$ cat config.mk
export PLATFORM = sky130hd
export DESIGN_NAME = note_tone_generator_top
export DESIGN_NICKNAME = d
export VERILOG_FILES = /design/src/hdl/ntg_pkg.sv /design/src/hdl/ntg_ctrl.sv /design/src/hdl/ntg_datapath.sv /design/src/hdl/note_tone_generator_top.sv
export VERILOG_INCLUDE_DIRS = /design/src /design/src/hdl
export SDC_FILE = /design/constraint.sdc
export NUM_CORES = 1
export LEC_CHECK = 0
export BUFFER_PORTS_ARGS = -buffer_cell sky130_fd_sc_hd__buf_4
export CORE_MARGIN = 2
export CORE_UTILIZATION = 40
export CTS_CLUSTER_SIZE = 25
export DETAILED_ROUTE_END_ITERATION = 16
export PLACE_DENSITY_LB_ADDON = 0.15
export SLEW_MARGIN = 25
export SYNTH_ARGS = -nofsm -noshare
export SYNTH_HDL_FRONTEND = slang
export SYNTH_HIERARCHICAL = 1
export SYNTH_SLANG_ARGS = --single-unit
$ cat constraint.sdc
create_clock -name clk_i -period 7.2 [get_ports clk_i]
set_input_delay 0.36 -clock clk_i [delete_from_list [all_inputs] [get_ports clk_i]]
set_output_delay 0.36 -clock clk_i [all_outputs]
set_load 0.005 [all_outputs]
$ cat src/hdl/note_tone_generator_top_macros.svh
// Assertion macros for the note tone generator top level.
// Expects clk_i and rst_ni in the scope of use.
`ifndef NOTE_TONE_GENERATOR_TOP_MACROS_SVH
`define NOTE_TONE_GENERATOR_TOP_MACROS_SVH

// Same-cycle implication, disabled during reset.
`define NTG_ASSERT_NOW(lbl, ante, cons, msg) \
  lbl: assert property (@(posedge clk_i) disable iff (!rst_ni) (ante) |-> (cons)) \
    else $error(msg);

// Next-cycle implication, disabled during reset.
`define NTG_ASSERT_NEXT(lbl, ante, cons, msg) \
  lbl: assert property (@(posedge clk_i) disable iff (!rst_ni) (ante) |=> (cons)) \
    else $error(msg);

`endif

$ cat src/hdl/ntg_pkg.sv
// Shared types, constants and the sine table of the note tone generator.
// No dependencies.
package ntg_pkg;

  localparam int CLK_W       = 24;
  localparam int FREQ_W      = 16;
  localparam int DUR_W       = 16;
  localparam int TPM_W       = 16;
  localparam int GAP_W       = 10;
  localparam int SAMPLE_W    = 8;
  localparam int SINE_POINTS = 32;
  localparam int IDX_W       = $clog2(SINE_POINTS);
  localparam int IVL_W       = CLK_W - IDX_W;
  localparam int DIV_STEPS   = CLK_W;
  localparam int STEP_W      = $clog2(DIV_STEPS);
  localparam int CFG_IDX_W   = 2;
  localparam int CFG_DATA_W  = CLK_W;

  localparam int TIMER_BITS_DEF = 16;

  localparam logic [CLK_W-1:0] TONE_CLOCK_RST = CLK_W'(1000000);
  localparam logic [TPM_W-1:0] TICKS_PER_MS_RST = TPM_W'(1000);
  localparam logic [GAP_W-1:0] GAP_MS_RST = GAP_W'(25);

  localparam logic [CFG_IDX_W-1:0] REG_TONE_CLOCK   = 2'd0;
  localparam logic [CFG_IDX_W-1:0] REG_TICKS_PER_MS = 2'd1;
  localparam logic [CFG_IDX_W-1:0] REG_GAP_MS       = 2'd2;
  localparam logic [CFG_IDX_W-1:0] REG_OUTPUT_MODE  = 2'd3;

  localparam logic CMD_LOAD = 1'b0;
  localparam logic CMD_TICK = 1'b1;

  localparam logic MODE_PWM  = 1'b0;
  localparam logic MODE_SINE = 1'b1;

  typedef enum logic [1:0] {
    PH_IDLE,
    PH_NOTE,
    PH_GAP
  } phase_e;

  typedef enum logic [1:0] {
    CS_IDLE,
    CS_DIV,
    CS_COMMIT
  } ctrl_state_e;

  typedef struct packed {
    logic              cmd;
    logic [FREQ_W-1:0] frequency;
    logic [DUR_W-1:0]  note_ms;
  } in_item_t;

  typedef struct packed {
    logic                pwm_level;
    logic [SAMPLE_W-1:0] dac_sample;
    logic                busy_res;
    logic                accepted;
    logic                song_end;
  } out_item_t;

  typedef struct packed {
    logic [CLK_W-1:0] tone_clock_hz;
    logic [TPM_W-1:0] ticks_per_ms;
    logic [GAP_W-1:0] gap_ms;
    logic             output_mode;
  } cfg_t;

  typedef struct packed {
    logic hold;
    logic div_load;
    logic div_step;
    logic div_commit;
  } ctrl_cmd_t;

  typedef struct packed {
    logic div_req;
  } dp_status_t;

  function automatic logic [SAMPLE_W-1:0] sine_lookup(input logic [IDX_W-1:0] idx);
    logic [SAMPLE_W-1:0] val;
    case (idx)
      5'd0:  val = 8'd128;
      5'd1:  val = 8'd153;
      5'd2:  val = 8'd177;
      5'd3:  val = 8'd199;
      5'd4:  val = 8'd219;
      5'd5:  val = 8'd234;
      5'd6:  val = 8'd246;
      5'd7:  val = 8'd253;
      5'd8:  val = 8'd255;
      5'd9:  val = 8'd253;
      5'd10: val = 8'd246;
      5'd11: val = 8'd234;
      5'd12: val = 8'd219;
      5'd13: val = 8'd199;
      5'd14: val = 8'd177;
      5'd15: val = 8'd153;
      5'd16: val = 8'd128;
      5'd17: val = 8'd103;
      5'd18: val = 8'd79;
      5'd19: val = 8'd57;
      5'd20: val = 8'd37;
      5'd21: val = 8'd22;
      5'd22: val = 8'd10;
      5'd23: val = 8'd3;
      5'd24: val = 8'd0;
      5'd25: val = 8'd3;
      5'd26: val = 8'd10;
      5'd27: val = 8'd22;
      5'd28: val = 8'd37;
      5'd29: val = 8'd57;
      5'd30: val = 8'd79;
      5'd31: val = 8'd103;
      default: val = 8'd128;
    endcase
    return val;
  endfunction

endpackage

$ cat src/hdl/ntg_ctrl.sv
// Sequencer for the note load division of the note tone generator.
// Depends on ntg_pkg.
module ntg_ctrl import ntg_pkg::*; (
  input  logic       clk_i,
  input  logic       rst_ni,
  input  logic       item_take_i,
  input  dp_status_t status_i,
  output ctrl_cmd_t  cmd_o
);

  ctrl_state_e state_q, state_d;
  logic [STEP_W-1:0] step_q, step_d;
  logic start;

  assign start = item_take_i & status_i.div_req;

  always_comb begin
    state_d = state_q;
    step_d  = '0;
    case (state_q)
      CS_IDLE: begin
        if (start) state_d = CS_DIV;
      end
      CS_DIV: begin
        step_d = step_q + STEP_W'(1);
        if (step_q == STEP_W'(DIV_STEPS - 1)) begin
          state_d = CS_COMMIT;
          step_d  = '0;
        end
      end
      CS_COMMIT: state_d = CS_IDLE;
      default:   state_d = CS_IDLE;
    endcase
  end

  always_comb begin
    cmd_o = '0;
    case (state_q)
      CS_IDLE:   cmd_o.div_load = start;
      CS_DIV: begin
        cmd_o.hold     = 1'b1;
        cmd_o.div_step = 1'b1;
      end
      CS_COMMIT: begin
        cmd_o.hold       = 1'b1;
        cmd_o.div_commit = 1'b1;
      end
      default:   cmd_o.hold = 1'b1;
    endcase
  end

  always_ff @(posedge clk_i or negedge rst_ni) begin
    if (!rst_ni) begin
      state_q <= CS_IDLE;
      step_q  <= '0;
    end else begin
      state_q <= state_d;
      step_q  <= step_d;
    end
  end

endmodule

$ cat src/hdl/ntg_datapath.sv
// Tone timer, sine stepper, duration counters and serial divider.
// Depends on ntg_pkg.
module ntg_datapath import ntg_pkg::*; #(
  parameter int TIMER_BITS = TIMER_BITS_DEF
) (
  input  logic       clk_i,
  input  logic       rst_ni,
  input  cfg_t       cfg_i,
  input  logic       item_take_i,
  input  in_item_t   item_i,
  input  ctrl_cmd_t  cmd_i,
  output dp_status_t status_o,
  output out_item_t  result_o
);

  localparam int WW = (TIMER_BITS > CLK_W) ? TIMER_BITS : CLK_W;

  phase_e                phase_q, phase_d;
  logic [TIMER_BITS-1:0] reload_q, reload_d;
  logic [TIMER_BITS-1:0] cmp_q, cmp_d;
  logic [TIMER_BITS-1:0] cnt_q, cnt_d;
  logic [IVL_W-1:0]      ivl_q, ivl_d;
  logic [IVL_W-1:0]      icnt_q, icnt_d;
  logic [IDX_W-1:0]      idx_q, idx_d;
  logic [TPM_W-1:0]      presc_q, presc_d;
  logic [DUR_W-1:0]      elapsed_q, elapsed_d;
  logic [DUR_W-1:0]      len_q, len_d;
  logic                  rest_q, rest_d;

  logic [FREQ_W-1:0]     rem_q;
  logic [CLK_W-1:0]      quo_q;
  logic [FREQ_W-1:0]     den_q;
  logic [FREQ_W:0]       rem_ext;
  logic                  rem_ge;
  logic [FREQ_W-1:0]     rem_next;

  logic [CLK_W-1:0]      q_m1;
  logic [WW-1:0]         q_w;
  logic [WW-1:0]         tmax_w;
  logic [TIMER_BITS-1:0] reload_sat;
  logic [IVL_W-1:0]      ivl_raw;

  logic                  tone;
  logic                  sine_on;
  logic [TPM_W-1:0]      tpm;
  logic [TPM_W-1:0]      presc_inc;
  logic [DUR_W-1:0]      el_new;
  logic [IVL_W-1:0]      icnt_inc;
  logic                  wrapped;
  logic                  to_gap;

  assign status_o.div_req = (item_i.cmd == CMD_LOAD) && (phase_q == PH_IDLE) &&
                            (item_i.note_ms != '0) && (item_i.frequency != '0);

  // Restoring divider, one quotient bit a step.
  assign rem_ext  = {rem_q, quo_q[CLK_W-1]};
  assign rem_ge   = rem_ext >= {1'b0, den_q};
  assign rem_next = rem_ge ? FREQ_W'(rem_ext - {1'b0, den_q}) : rem_ext[FREQ_W-1:0];

  always_ff @(posedge clk_i) begin
    if (cmd_i.div_load) begin
      quo_q <= cfg_i.tone_clock_hz;
      den_q <= item_i.frequency;
      rem_q <= '0;
    end else if (cmd_i.div_step) begin
      rem_q <= rem_next;
      quo_q <= {quo_q[CLK_W-2:0], rem_ge};
    end
  end

  // Period and sample interval from the finished quotient.
  assign q_m1       = (quo_q == '0) ? '0 : quo_q - CLK_W'(1);
  assign q_w        = WW'(q_m1);
  assign tmax_w     = WW'({TIMER_BITS{1'b1}});
  assign reload_sat = TIMER_BITS'((q_w > tmax_w) ? tmax_w : q_w);
  assign ivl_raw    = quo_q[CLK_W-1:IDX_W];

  assign tone      = (phase_q == PH_NOTE) && !rest_q;
  assign sine_on   = tone && (cfg_i.output_mode == MODE_SINE);
  assign tpm       = (cfg_i.ticks_per_ms == '0) ? TPM_W'(1) : cfg_i.ticks_per_ms;
  assign presc_inc = presc_q + TPM_W'(1);
  assign icnt_inc  = icnt_q + IVL_W'(1);

  always_comb begin
    phase_d   = phase_q;
    reload_d  = reload_q;
    cmp_d     = cmp_q;
    cnt_d     = cnt_q;
    ivl_d     = ivl_q;
    icnt_d    = icnt_q;
    idx_d     = idx_q;
    presc_d   = presc_q;
    elapsed_d = elapsed_q;
    len_d     = len_q;
    rest_d    = rest_q;
    el_new    = elapsed_q;
    wrapped   = 1'b0;
    to_gap    = 1'b0;
    result_o  = '0;

    if (item_take_i) begin
      if (item_i.cmd == CMD_LOAD) begin
        if (phase_q == PH_IDLE) begin
          result_o.accepted = 1'b1;
          if (item_i.note_ms == '0) begin
            result_o.song_end = 1'b1;
          end else begin
            len_d     = item_i.note_ms;
            elapsed_d = '0;
            presc_d   = '0;
            cnt_d     = '0;
            icnt_d    = '0;
            idx_d     = '0;
            phase_d   = PH_NOTE;
            rest_d    = (item_i.frequency == '0);
            if (item_i.frequency == '0) cmp_d = '0;
          end
        end
      end else begin
        result_o.pwm_level = tone && (cfg_i.output_mode == MODE_PWM) && (cnt_q < cmp_q);
        result_o.dac_sample = sine_on ? sine_lookup(idx_q) : '0;

        cnt_d = (cnt_q >= reload_q) ? '0 : cnt_q + TIMER_BITS'(1);

        // Millisecond prescaler, elapsed count saturates.
        if (phase_q != PH_IDLE) begin
          presc_d = presc_inc;
          if (presc_inc >= tpm) begin
            presc_d = '0;
            if (elapsed_q != '1) el_new = elapsed_q + DUR_W'(1);
          end
        end
        elapsed_d = el_new;

        if (sine_on) begin
          icnt_d = icnt_inc;
          if (icnt_inc >= ivl_q) begin
            icnt_d  = '0;
            idx_d   = idx_q + IDX_W'(1);
            wrapped = (idx_q == '1);
          end
        end

        if (phase_q == PH_NOTE) begin
          if (sine_on) to_gap = wrapped && (el_new >= len_q);
          else         to_gap = el_new >= len_q;
          if (to_gap) begin
            presc_d   = '0;
            elapsed_d = '0;
            phase_d   = (cfg_i.gap_ms == '0) ? PH_IDLE : PH_GAP;
          end
        end else if (phase_q == PH_GAP) begin
          if (el_new >= DUR_W'(cfg_i.gap_ms)) phase_d = PH_IDLE;
        end
      end
      result_o.busy_res = (phase_d != PH_IDLE);
    end

    if (cmd_i.div_commit) begin
      reload_d = reload_sat;
      cmp_d    = reload_sat >> 1;
      ivl_d    = (ivl_raw == '0) ? IVL_W'(1) : ivl_raw;
    end
  end

  always_ff @(posedge clk_i or negedge rst_ni) begin
    if (!rst_ni) begin
      phase_q   <= PH_IDLE;
      reload_q  <= '0;
      cmp_q     <= '0;
      cnt_q     <= '0;
      ivl_q     <= '0;
      icnt_q    <= '0;
      idx_q     <= '0;
      presc_q   <= '0;
      elapsed_q <= '0;
      len_q     <= '0;
      rest_q    <= 1'b0;
    end else begin
      phase_q   <= phase_d;
      reload_q  <= reload_d;
      cmp_q     <= cmp_d;
      cnt_q     <= cnt_d;
      ivl_q     <= ivl_d;
      icnt_q    <= icnt_d;
      idx_q     <= idx_d;
      presc_q   <= presc_d;
      elapsed_q <= elapsed_d;
      len_q     <= len_d;
      rest_q    <= rest_d;
    end
  end

endmodule

$ cat src/hdl/note_tone_generator_top.sv
// Note tone generator: square wave or sine sample player, one note at a time.
// Input channel (in_valid_i/in_stall_o, in_data_i) carries requests: a tick of
// the tone clock or a note load (frequency, duration). Each request gives one
// result on the output channel (out_valid_o/out_stall_i, out_data_o), in the
// cycle after it is accepted, from an output register.
// Ticks and refused or rest loads do not hold the input off. A load with
// a non-zero frequency and duration holds in_stall_o high while the bit-serial
// divider runs its 24 steps (one quotient bit per step of the 24-bit tone
// clock) and while the period registers are written.
// When the receiver stalls, the result waits in the output register and the
// next request is held off; nothing is lost or repeated.
// Configuration (cfg_valid_i/cfg_ready_o, cfg_index_i, cfg_data_i) is always
// ready; write only while the block is idle. Indexes: 0 tone clock in Hz,
// 1 ticks per millisecond, 2 gap in ms, 3 output mode (0 square, 1 sine).
// Reset: registers return to 1 MHz, 1000 ticks per ms, 25 ms gap, square wave
// mode; the player is idle and all timers clear.
// Depends on ntg_pkg, ntg_ctrl, ntg_datapath and the assertion macro header.
`include "note_tone_generator_top_macros.svh"

module note_tone_generator_top import ntg_pkg::*; #(
  parameter int TIMER_BITS = TIMER_BITS_DEF
) (
  input  logic                  clk_i,
  input  logic                  rst_ni,
  input  logic                  in_valid_i,
  output logic                  in_stall_o,
  input  in_item_t              in_data_i,
  output logic                  out_valid_o,
  input  logic                  out_stall_i,
  output out_item_t             out_data_o,
  input  logic                  cfg_valid_i,
  output logic                  cfg_ready_o,
  input  logic [CFG_IDX_W-1:0]  cfg_index_i,
  input  logic [CFG_DATA_W-1:0] cfg_data_i
);

  cfg_t       cfg_q;
  ctrl_cmd_t  ctrl_cmd;
  dp_status_t dp_status;
  out_item_t  result;
  out_item_t  out_data_q;
  logic       out_valid_q;
  logic       in_fire;

  // Hold requests off while the divider runs or the result register is stuck.
  assign in_stall_o = ctrl_cmd.hold | (out_valid_q & out_stall_i);
  assign in_fire    = in_valid_i & ~in_stall_o;

  assign cfg_ready_o = 1'b1;

  // Configuration registers.
  always_ff @(posedge clk_i or negedge rst_ni) begin
    if (!rst_ni) begin
      cfg_q.tone_clock_hz <= TONE_CLOCK_RST;
      cfg_q.ticks_per_ms  <= TICKS_PER_MS_RST;
      cfg_q.gap_ms        <= GAP_MS_RST;
      cfg_q.output_mode   <= MODE_PWM;
    end else if (cfg_valid_i && cfg_ready_o) begin
      case (cfg_index_i)
        REG_TONE_CLOCK:   cfg_q.tone_clock_hz <= cfg_data_i[CLK_W-1:0];
        REG_TICKS_PER_MS: cfg_q.ticks_per_ms  <= cfg_data_i[TPM_W-1:0];
        REG_GAP_MS:       cfg_q.gap_ms        <= cfg_data_i[GAP_W-1:0];
        REG_OUTPUT_MODE:  cfg_q.output_mode   <= cfg_data_i[0];
        default:          cfg_q               <= cfg_q;
      endcase
    end
  end

  ntg_ctrl u_ctrl (
    .clk_i       (clk_i),
    .rst_ni      (rst_ni),
    .item_take_i (in_fire),
    .status_i    (dp_status),
    .cmd_o       (ctrl_cmd)
  );

  ntg_datapath #(
    .TIMER_BITS (TIMER_BITS)
  ) u_datapath (
    .clk_i       (clk_i),
    .rst_ni      (rst_ni),
    .cfg_i       (cfg_q),
    .item_take_i (in_fire),
    .item_i      (in_data_i),
    .cmd_i       (ctrl_cmd),
    .status_o    (dp_status),
    .result_o    (result)
  );

  // Output register: load on accept, drop once taken.
  always_ff @(posedge clk_i or negedge rst_ni) begin
    if (!rst_ni) begin
      out_valid_q <= 1'b0;
    end else if (in_fire) begin
      out_valid_q <= 1'b1;
    end else if (!out_stall_i) begin
      out_valid_q <= 1'b0;
    end
  end

  always_ff @(posedge clk_i) begin
    if (in_fire) out_data_q <= result;
  end

  assign out_valid_o = out_valid_q;
  assign out_data_o  = out_data_q;

  // Every accepted request leaves a result behind.
  `NTG_ASSERT_NEXT(a_result_follows, in_fire, out_valid_o, "accepted request gave no result")
  // A load that starts the divider blocks the next request.
  `NTG_ASSERT_NEXT(a_div_blocks, in_fire && dp_status.div_req, in_stall_o, "divider not holding input")
  // Square wave and sine output never drive at the same time.
  `NTG_ASSERT_NOW(a_one_output, out_valid_o && out_data_o.dac_sample != '0, !out_data_o.pwm_level, "pwm and sample both active")
  // A taken note either plays or ends the song.
  `NTG_ASSERT_NOW(a_accept_state, out_valid_o && out_data_o.accepted, out_data_o.busy_res || out_data_o.song_end, "accepted note neither busy nor song end")

endmodule
Word-level counts from Yosys, hierarchy flattened. Memory sizes are Yosys's and may differ from the RTL's. A register that Yosys moved wholly into a read port is not among the register bits. Cells that the tools add are included.

Word-level logic and storage cells: 179. Bits in read-only memories: 256. Flip-flop bits (word level): 261. Memories kept: 1. Bits of input ports: 64.

Memories: (name not given) (depth 32, width 8, rd ports 1, clocked after Yosys merged registers in 1, write ports 0, line ntg_pkg.sv:82) `case (idx)`.

$lt $le $gt $ge: 8. Add/subtract/negate cells: 8. Reductions and logical operators: 40. Bitwise operators: 9. Eq/ne operators: 18. Muxes and demuxes: 70.

Operators with widths (count): two-way mux 16 bit (26); two-way mux 19 bit (6); two-way mux 24 bit (3); adder 16 x 1 -> 16 bit, second input constant (3); greater-or-equal comparator 16 bit (3); zero test 16 bit (3); two-way mux 5 bit (7); nonzero test 16 bit (2); > comparator 24 x 16 -> 1 bit, second input constant (1); zero test 24 bit (1); two-way mux 2 bit (12); subtractor 24 x 1 -> 24 bit, second input constant (1); adder 19 x 1 -> 19 bit, second input constant (1); greater-or-equal comparator 19 bit (1); zero test 19 bit (1); greater-or-equal comparator 17 x 16 -> 1 bit (1); greater-or-equal comparator 16 x 10 -> 1 bit (1); less-than comparator 16 bit (1); inequality test 16 bit, second input constant (1); subtractor 16 bit (1); two-way mux 1 bit (15); nonzero test 2 bit (7); inequality test 2 x 1 -> 1 bit, second input constant (6); AND reduction 2 bit (6); other kinds (17) (43).

Longest topological paths before layout.
Word-level depth: 18. Mapped depth: 29. Depth with buffers taken out: 26.

By module. Netlist, hierarchy kept.

Modules (own cells, without submodules): ntg_datapath (area an instance 12862.3 µm², cells an instance 1437, seq. area each 5049.8 µm², times used 1); note_tone_generator_top (area an instance 2368.5 µm², cells an instance 130, seq. area each 1681.6 µm², times used 1); ntg_ctrl (area an instance 327.8 µm², cells an instance 30, seq. area each 175.2 µm², times used 1).

Worst setup path after synthesis. OpenSTA, ideal clock, no wires.

Path kind: register -> register. Start point: reg u_datapath.presc_q[0]. End point: reg u_datapath.presc_q[14]. Path buffers: 1. Setup time: 83 ps. Required time: 7117 ps. Stages on the path, launching flop included: 27. Setup slack: 1130 ps. Arrival time: 5987 ps. Cells stage by stage: dfrtp_1 ha_1 and3_1 and3_1 nand3_1 nor2_1 and3_1 nand3_1 xnor2_1 ha_1 nand2_1 nor3_1 or4b_2 nand2_1 and2_1 clkbuf_1 nand2_1 xnor2_1 ha_1 or4_1 o2111ai_1 o21ai_0 o31a_1 a31oi_1 nand2_1 or3_1 o21ai_0.

Longest elaborated chain between the ends: 15.

Ends and longest elaborated chain: from (decl) (line ntg_datapath.sv:25) `logic [TPM_W-1:0] presc_q, presc_d;`; from (signal assigned) (line ntg_datapath.sv:187) `presc_q <= presc_d;`; adder 16 x 1 -> 16 bit (*) (line ntg_datapath.sv:81) `assign presc_inc = presc_q + TPM_W'(1);`; greater-or-equal comparator 16 bit (line ntg_datapath.sv:128) `if (presc_inc >= tpm) begin`; two-way mux 16 bit (line ntg_datapath.sv:128); two-way mux 16 bit (line ntg_datapath.sv:126) `if (phase_q != PH_IDLE) begin`; two-way mux 16 bit (line ntg_datapath.sv:102) `if (item_i.cmd == CMD_LOAD) begin`; two-way mux 16 bit (line ntg_datapath.sv:101) `if (item_take_i) begin`; greater-or-equal comparator 16 bit (line ntg_datapath.sv:145, ntg_datapath.sv:146); logical AND 1 bit (line ntg_datapath.sv:145) `if (sine_on) to_gap = wrapped && (el_new >= len_q);`; two-way mux 1 bit (line ntg_datapath.sv:145); two-way mux 1 bit (line ntg_datapath.sv:144) `if (phase_q == PH_NOTE) begin`; two-way mux 1 bit (line ntg_datapath.sv:102); two-way mux 1 bit (line ntg_datapath.sv:101); two-way mux 16 bit (line ntg_datapath.sv:147) `if (to_gap) begin`; two-way mux 16 bit (*) (line ntg_datapath.sv:144); two-way mux 16 bit (*) (line ntg_datapath.sv:102).

Every way passes the cells marked *; elsewhere a longest branch is shown, timed or not. The select of a mux whose other input is x is not followed. A chain may end at the register's enable or synchronous reset.

Worst setup path in the final report.
Start point: reg u_datapath.presc_q[2]. End point: reg u_datapath.presc_q[14].

Same word-level chain as after synthesis.

==> impl_metrics.ini <==
[worst_setup_path]
crit_arrival_ns = 7.05
critical_path.reg2reg.startpoint = u_datapath/presc_q[2]
worstSetupEndpointType = flop
worstSetupPathType = flop to flop
reg2regPathDepth = 26
r2r_slack_ns = 0.65
crit_fanout = 10
worstPathRequired_ns = 7.69
critPathLaunchType = flop
worst_r2r_endpoint = u_datapath/presc_q[14]

[floorplan]
start_util_pct = 40.4
row_count = 72
die_w_um = 201
dieArea_um2 = 40500
die_h_um = 201
core_um2 = 38600
io-pin-count = 79

[sta]
clock_skew_ns = 0.0135
fin_setup_tns_ns = 0
setup_viol = 0
setup_slack_ns = 0.647
worst_pin_slew_ns = 0.983
rsz0062_at_grt = false
hold_viol_final = 0
period_share_pct = 91.0
layout_min_cycle_time_ns = 6.55
maxSlewHeadroom_pct = 34.5
drv_slew = 0
fmax_mhz = 153

[clock_tree]
h-tree-depth = 1
clk_pin_slew_worst_paths_ns = 0.06
postCtsSetupBuffers = 0
clk_latency_ns = 0.57
clk_path_buf_depth = 3
clockRootBuffer = clkbuf_16
cts_num_sinks = 268
cts_made_buffers = 31
cts_tree = yes

[cells_and_area]
drive_above_1_share_pct = 17.1
num-fill-cells = 3728
diodes = 0
area_growth_pct = 15.4
nets = 1864

[routing]
first_pass_iters = 5
num_vias = 11800
routed_via_density = 5.31
wl_um = 37700
ant_nets = 0
first_iter_violations = 660
routedWlPerCell_um = 17.0
drc = 0

[placement]
portBuffers = 77
dp_hpwl_um = 26900
gp_congestion = 0.819
dp_slack_ns = 0.370

[pwr]
power_density_nw_per_um2 = 269
peakVddDrop_v = 0.000164
p_leak_nw = 8.17

[global_route]
grt_pass1_vias = 11400
grt_overflow_total = 0
grt_util_all_layers_pct = 18.8
antenna_found_initial = 0
grt_pass1_wl_um = 62700
grt_max_degree = 73

[job]
drv_cap = 0

[yosys]
synth_edf_count = 52
yosys_warnings = 6
async_reset_ff_share_pct = 74.6
ys_seq_elements = 268
synthFlopType = dfrtp_1
syn_area_per_cell_um2 = 9.74
syn_area_um2 = 15600
synth_cells = 1597
ys_types = 82
synthesis.nets = 1782
seq_area_frac_synth_pct = 44.4

[hold_path]
hold_depth = 2
min_path_type = input pin to flop
holdCritStartpoint = cfg_data_i[19]
whs_endpoint = cfg_q[46]

[status]
status = completed
kinds of logic after synthesis:
family,Yosys count,synth area share [%]
AOI/OAI and AO/OA,364,14.7
xor gates and xnor gates,71,4.00
adders and majority gates,121,9.78
buffers and inverters,196,4.98
DFF,268,44.4
muxes,93,6.71
other,1,0.0241
and+or+nand+nor,483,15.5
critical path, cell delays in order (launching register included):
cell and delay, ns:
dfrtp_1 0.44, and3_1 0.21, and3_1 0.18, nand3_1 0.17, nor2_1 0.29, nand3_1 0.23, nor2_1 0.22, nand3_1 0.12
xnor2_1 0.16, ha_1 0.30, nand2_1 0.07, nor3_1 0.23, or4b_2 0.61, nand2_1 0.31, and4_1 0.31, nand3_1 0.10
mux2_2 0.31, ha_1 0.29, a21o_1 0.18, a21o_1 0.17, a221oi_1 0.23, o21ai_0 0.16, o31a_1 0.19, a31oi_1 0.25
nand2_1 0.29, or3_1 0.38, o21ai_0 0.07
how the worst max path moves through the flow:
stage | end | cells past startpoint | from | slack [ns]
after floorplan | u_datapath/presc_q[14] | 26 | u_datapath/presc_q[0] | 1.13
after global placement | u_datapath/presc_q[14] | 25 | u_datapath/presc_q[0] | 0.46
after detailed placement | u_datapath/presc_q[14] | 25 | u_datapath/presc_q[0] | 0.37
after CTS | u_datapath/presc_q[14] | 25 | u_datapath/presc_q[0] | 0.36
after global routing | u_datapath/presc_q[14] | 25 | u_datapath/presc_q[0] | 0.004
final | u_datapath/presc_q[14] | 26 | u_datapath/presc_q[2] | 0.65
final cells by class:
type                            instances  area (um^2)  share of cell area [%]
Multi-Input combinational cell       1133         7900                    44.0
Sequential cell                       268         6910                    38.5
Timing Repair Buffer                  114          917                    5.11
Clock buffer                           40          881                    4.90
Tap cell                              518          648                    3.61
Inverter                              131          492                    2.74
Clock inverter                         17          220                    1.23
through the flow:
stage	utilization (%)	cell area [um^2]	hold slack, ns	cells	power (mW)
CTS	46.6	18000	0.00243	2221	4.89
floorplan	-	15600	0.0644	1597	2.81
global placement	43.1	16600	0.424	2142	3.15
detailed placement	43.1	16600	0.428	2142	3.16
global route	46.6	18000	0.00944	2221	5.15
finish	46.6	18000	0.0282	2221	4.83
placed cells by master, fill, tap and decap left out, types with 8 or more instances in the layout:
cell	n
dfstp_2	16
nand3_1	48
nand4_1	17
nand2b_1	21
a211oi_1	25
a22o_1	18
buf_4	91
dlygate4sd3_1	22
and3_1	31
nor2_1	84
nand2_1	165
o31ai_1	18
ha_1	120
a21o_1	17
nor3_1	24
xnor2_1	50
dfrtp_1	184
clkbuf_16	32
xor2_1	21
clkinv_2	8
o21ai_0	117
dfxtp_1	16
mux2_2	89
nor2b_1	16
nor4_1	20
inv_1	130
a31o_2	12
a21oi_1	79
o21ai_1	10
a31oi_1	20
edfxtp_1	52
where the power goes:
| part | switching, mW | internal (mW) | leakage [nW] |
|---|---|---|---|
| sequential | 0.212 | 1.77 | 3.17 |
| combinational | 0.641 | 0.520 | 4.45 |
| clock | 0.650 | 1.04 | 0.545 |
per-layer routing:
layer  part of all wire, %  track usage [%]  vias to the layer above
met5                     0                0                        -
met4                   1.8             3.86                        0
met3                   3.4             2.35                       50
met2                    43             28.3                      197
met1                    52             29.0                     5689
li1                      -                -                     5862
flip-flops by register name, summed over array words and instances, names as in the netlist:
| signal | cells |
|---|---|
| u_datapath/ivl_q | 19 |
| out_data_o | 12 |
| u_datapath/presc_q | 16 |
| u_datapath/den_q | 16 |
| u_datapath/quo_q | 24 |
| u_datapath/elapsed_q | 16 |
| u_datapath/rem_q | 16 |
| u_datapath/cnt_q | 16 |
| u_ctrl/step_q | 5 |
| u_ctrl/state_q | 2 |
| u_datapath/cmp_q | 15 |
| cfg_q | 51 |
| u_datapath/reload_q | 16 |
| u_datapath/rest_q | 1 |
| out_valid_o | 1 |
| u_datapath/icnt_q | 19 |
| u_datapath/len_q | 16 |
| u_datapath/idx_q | 5 |
| u_datapath/phase_q | 2 |
cell usage after synthesis (5+ instances only):
master    number  area (um^2)
and2_1         8         50.1
dfrtp_1      184         4600
a211oi_1      25          188
mux2_2        89         1000
inv_1        130          488
a31oi_1       20          125
nand3_1       48          240
buf_1          6         22.5
a22o_1        18          158
a311oi_1       5         43.8
xnor2_1       50          438
nand2_1      165          619
nor3_1        25          125
or2_2          6         37.5
dfxtp_1       16          320
ha_1         120         1500
o31ai_1       18          135
nand4_1       17          106
nor3b_1        5         37.5
clkbuf_1      48          180
or3_1          7         43.8
dfstp_2       16          420
o21ai_1       10         50.1
nor4_1        20          125
o211ai_1       5         37.5
a21oi_1       81          405
a21o_1        17          128
and4_1         6         52.6
a31o_2        12          105
edfxtp_1      52         1560
nor2b_1       16          100
nand2b_1      21          131
o21ai_0      117          586
xor2_1        21          184
and3_1        31          194
nor2_1        86          323
what timing repair did:
| item | CTS | global route |
|---|---|---|
| gates resized for setup | 0 | 3 |
| hold buffers | 22 | 0 |
| setup endpoints to repair | 0 | 23 |
| endpoints found under the hold margin | 75 | 0 |
Power figures use the tool's default switching activity.
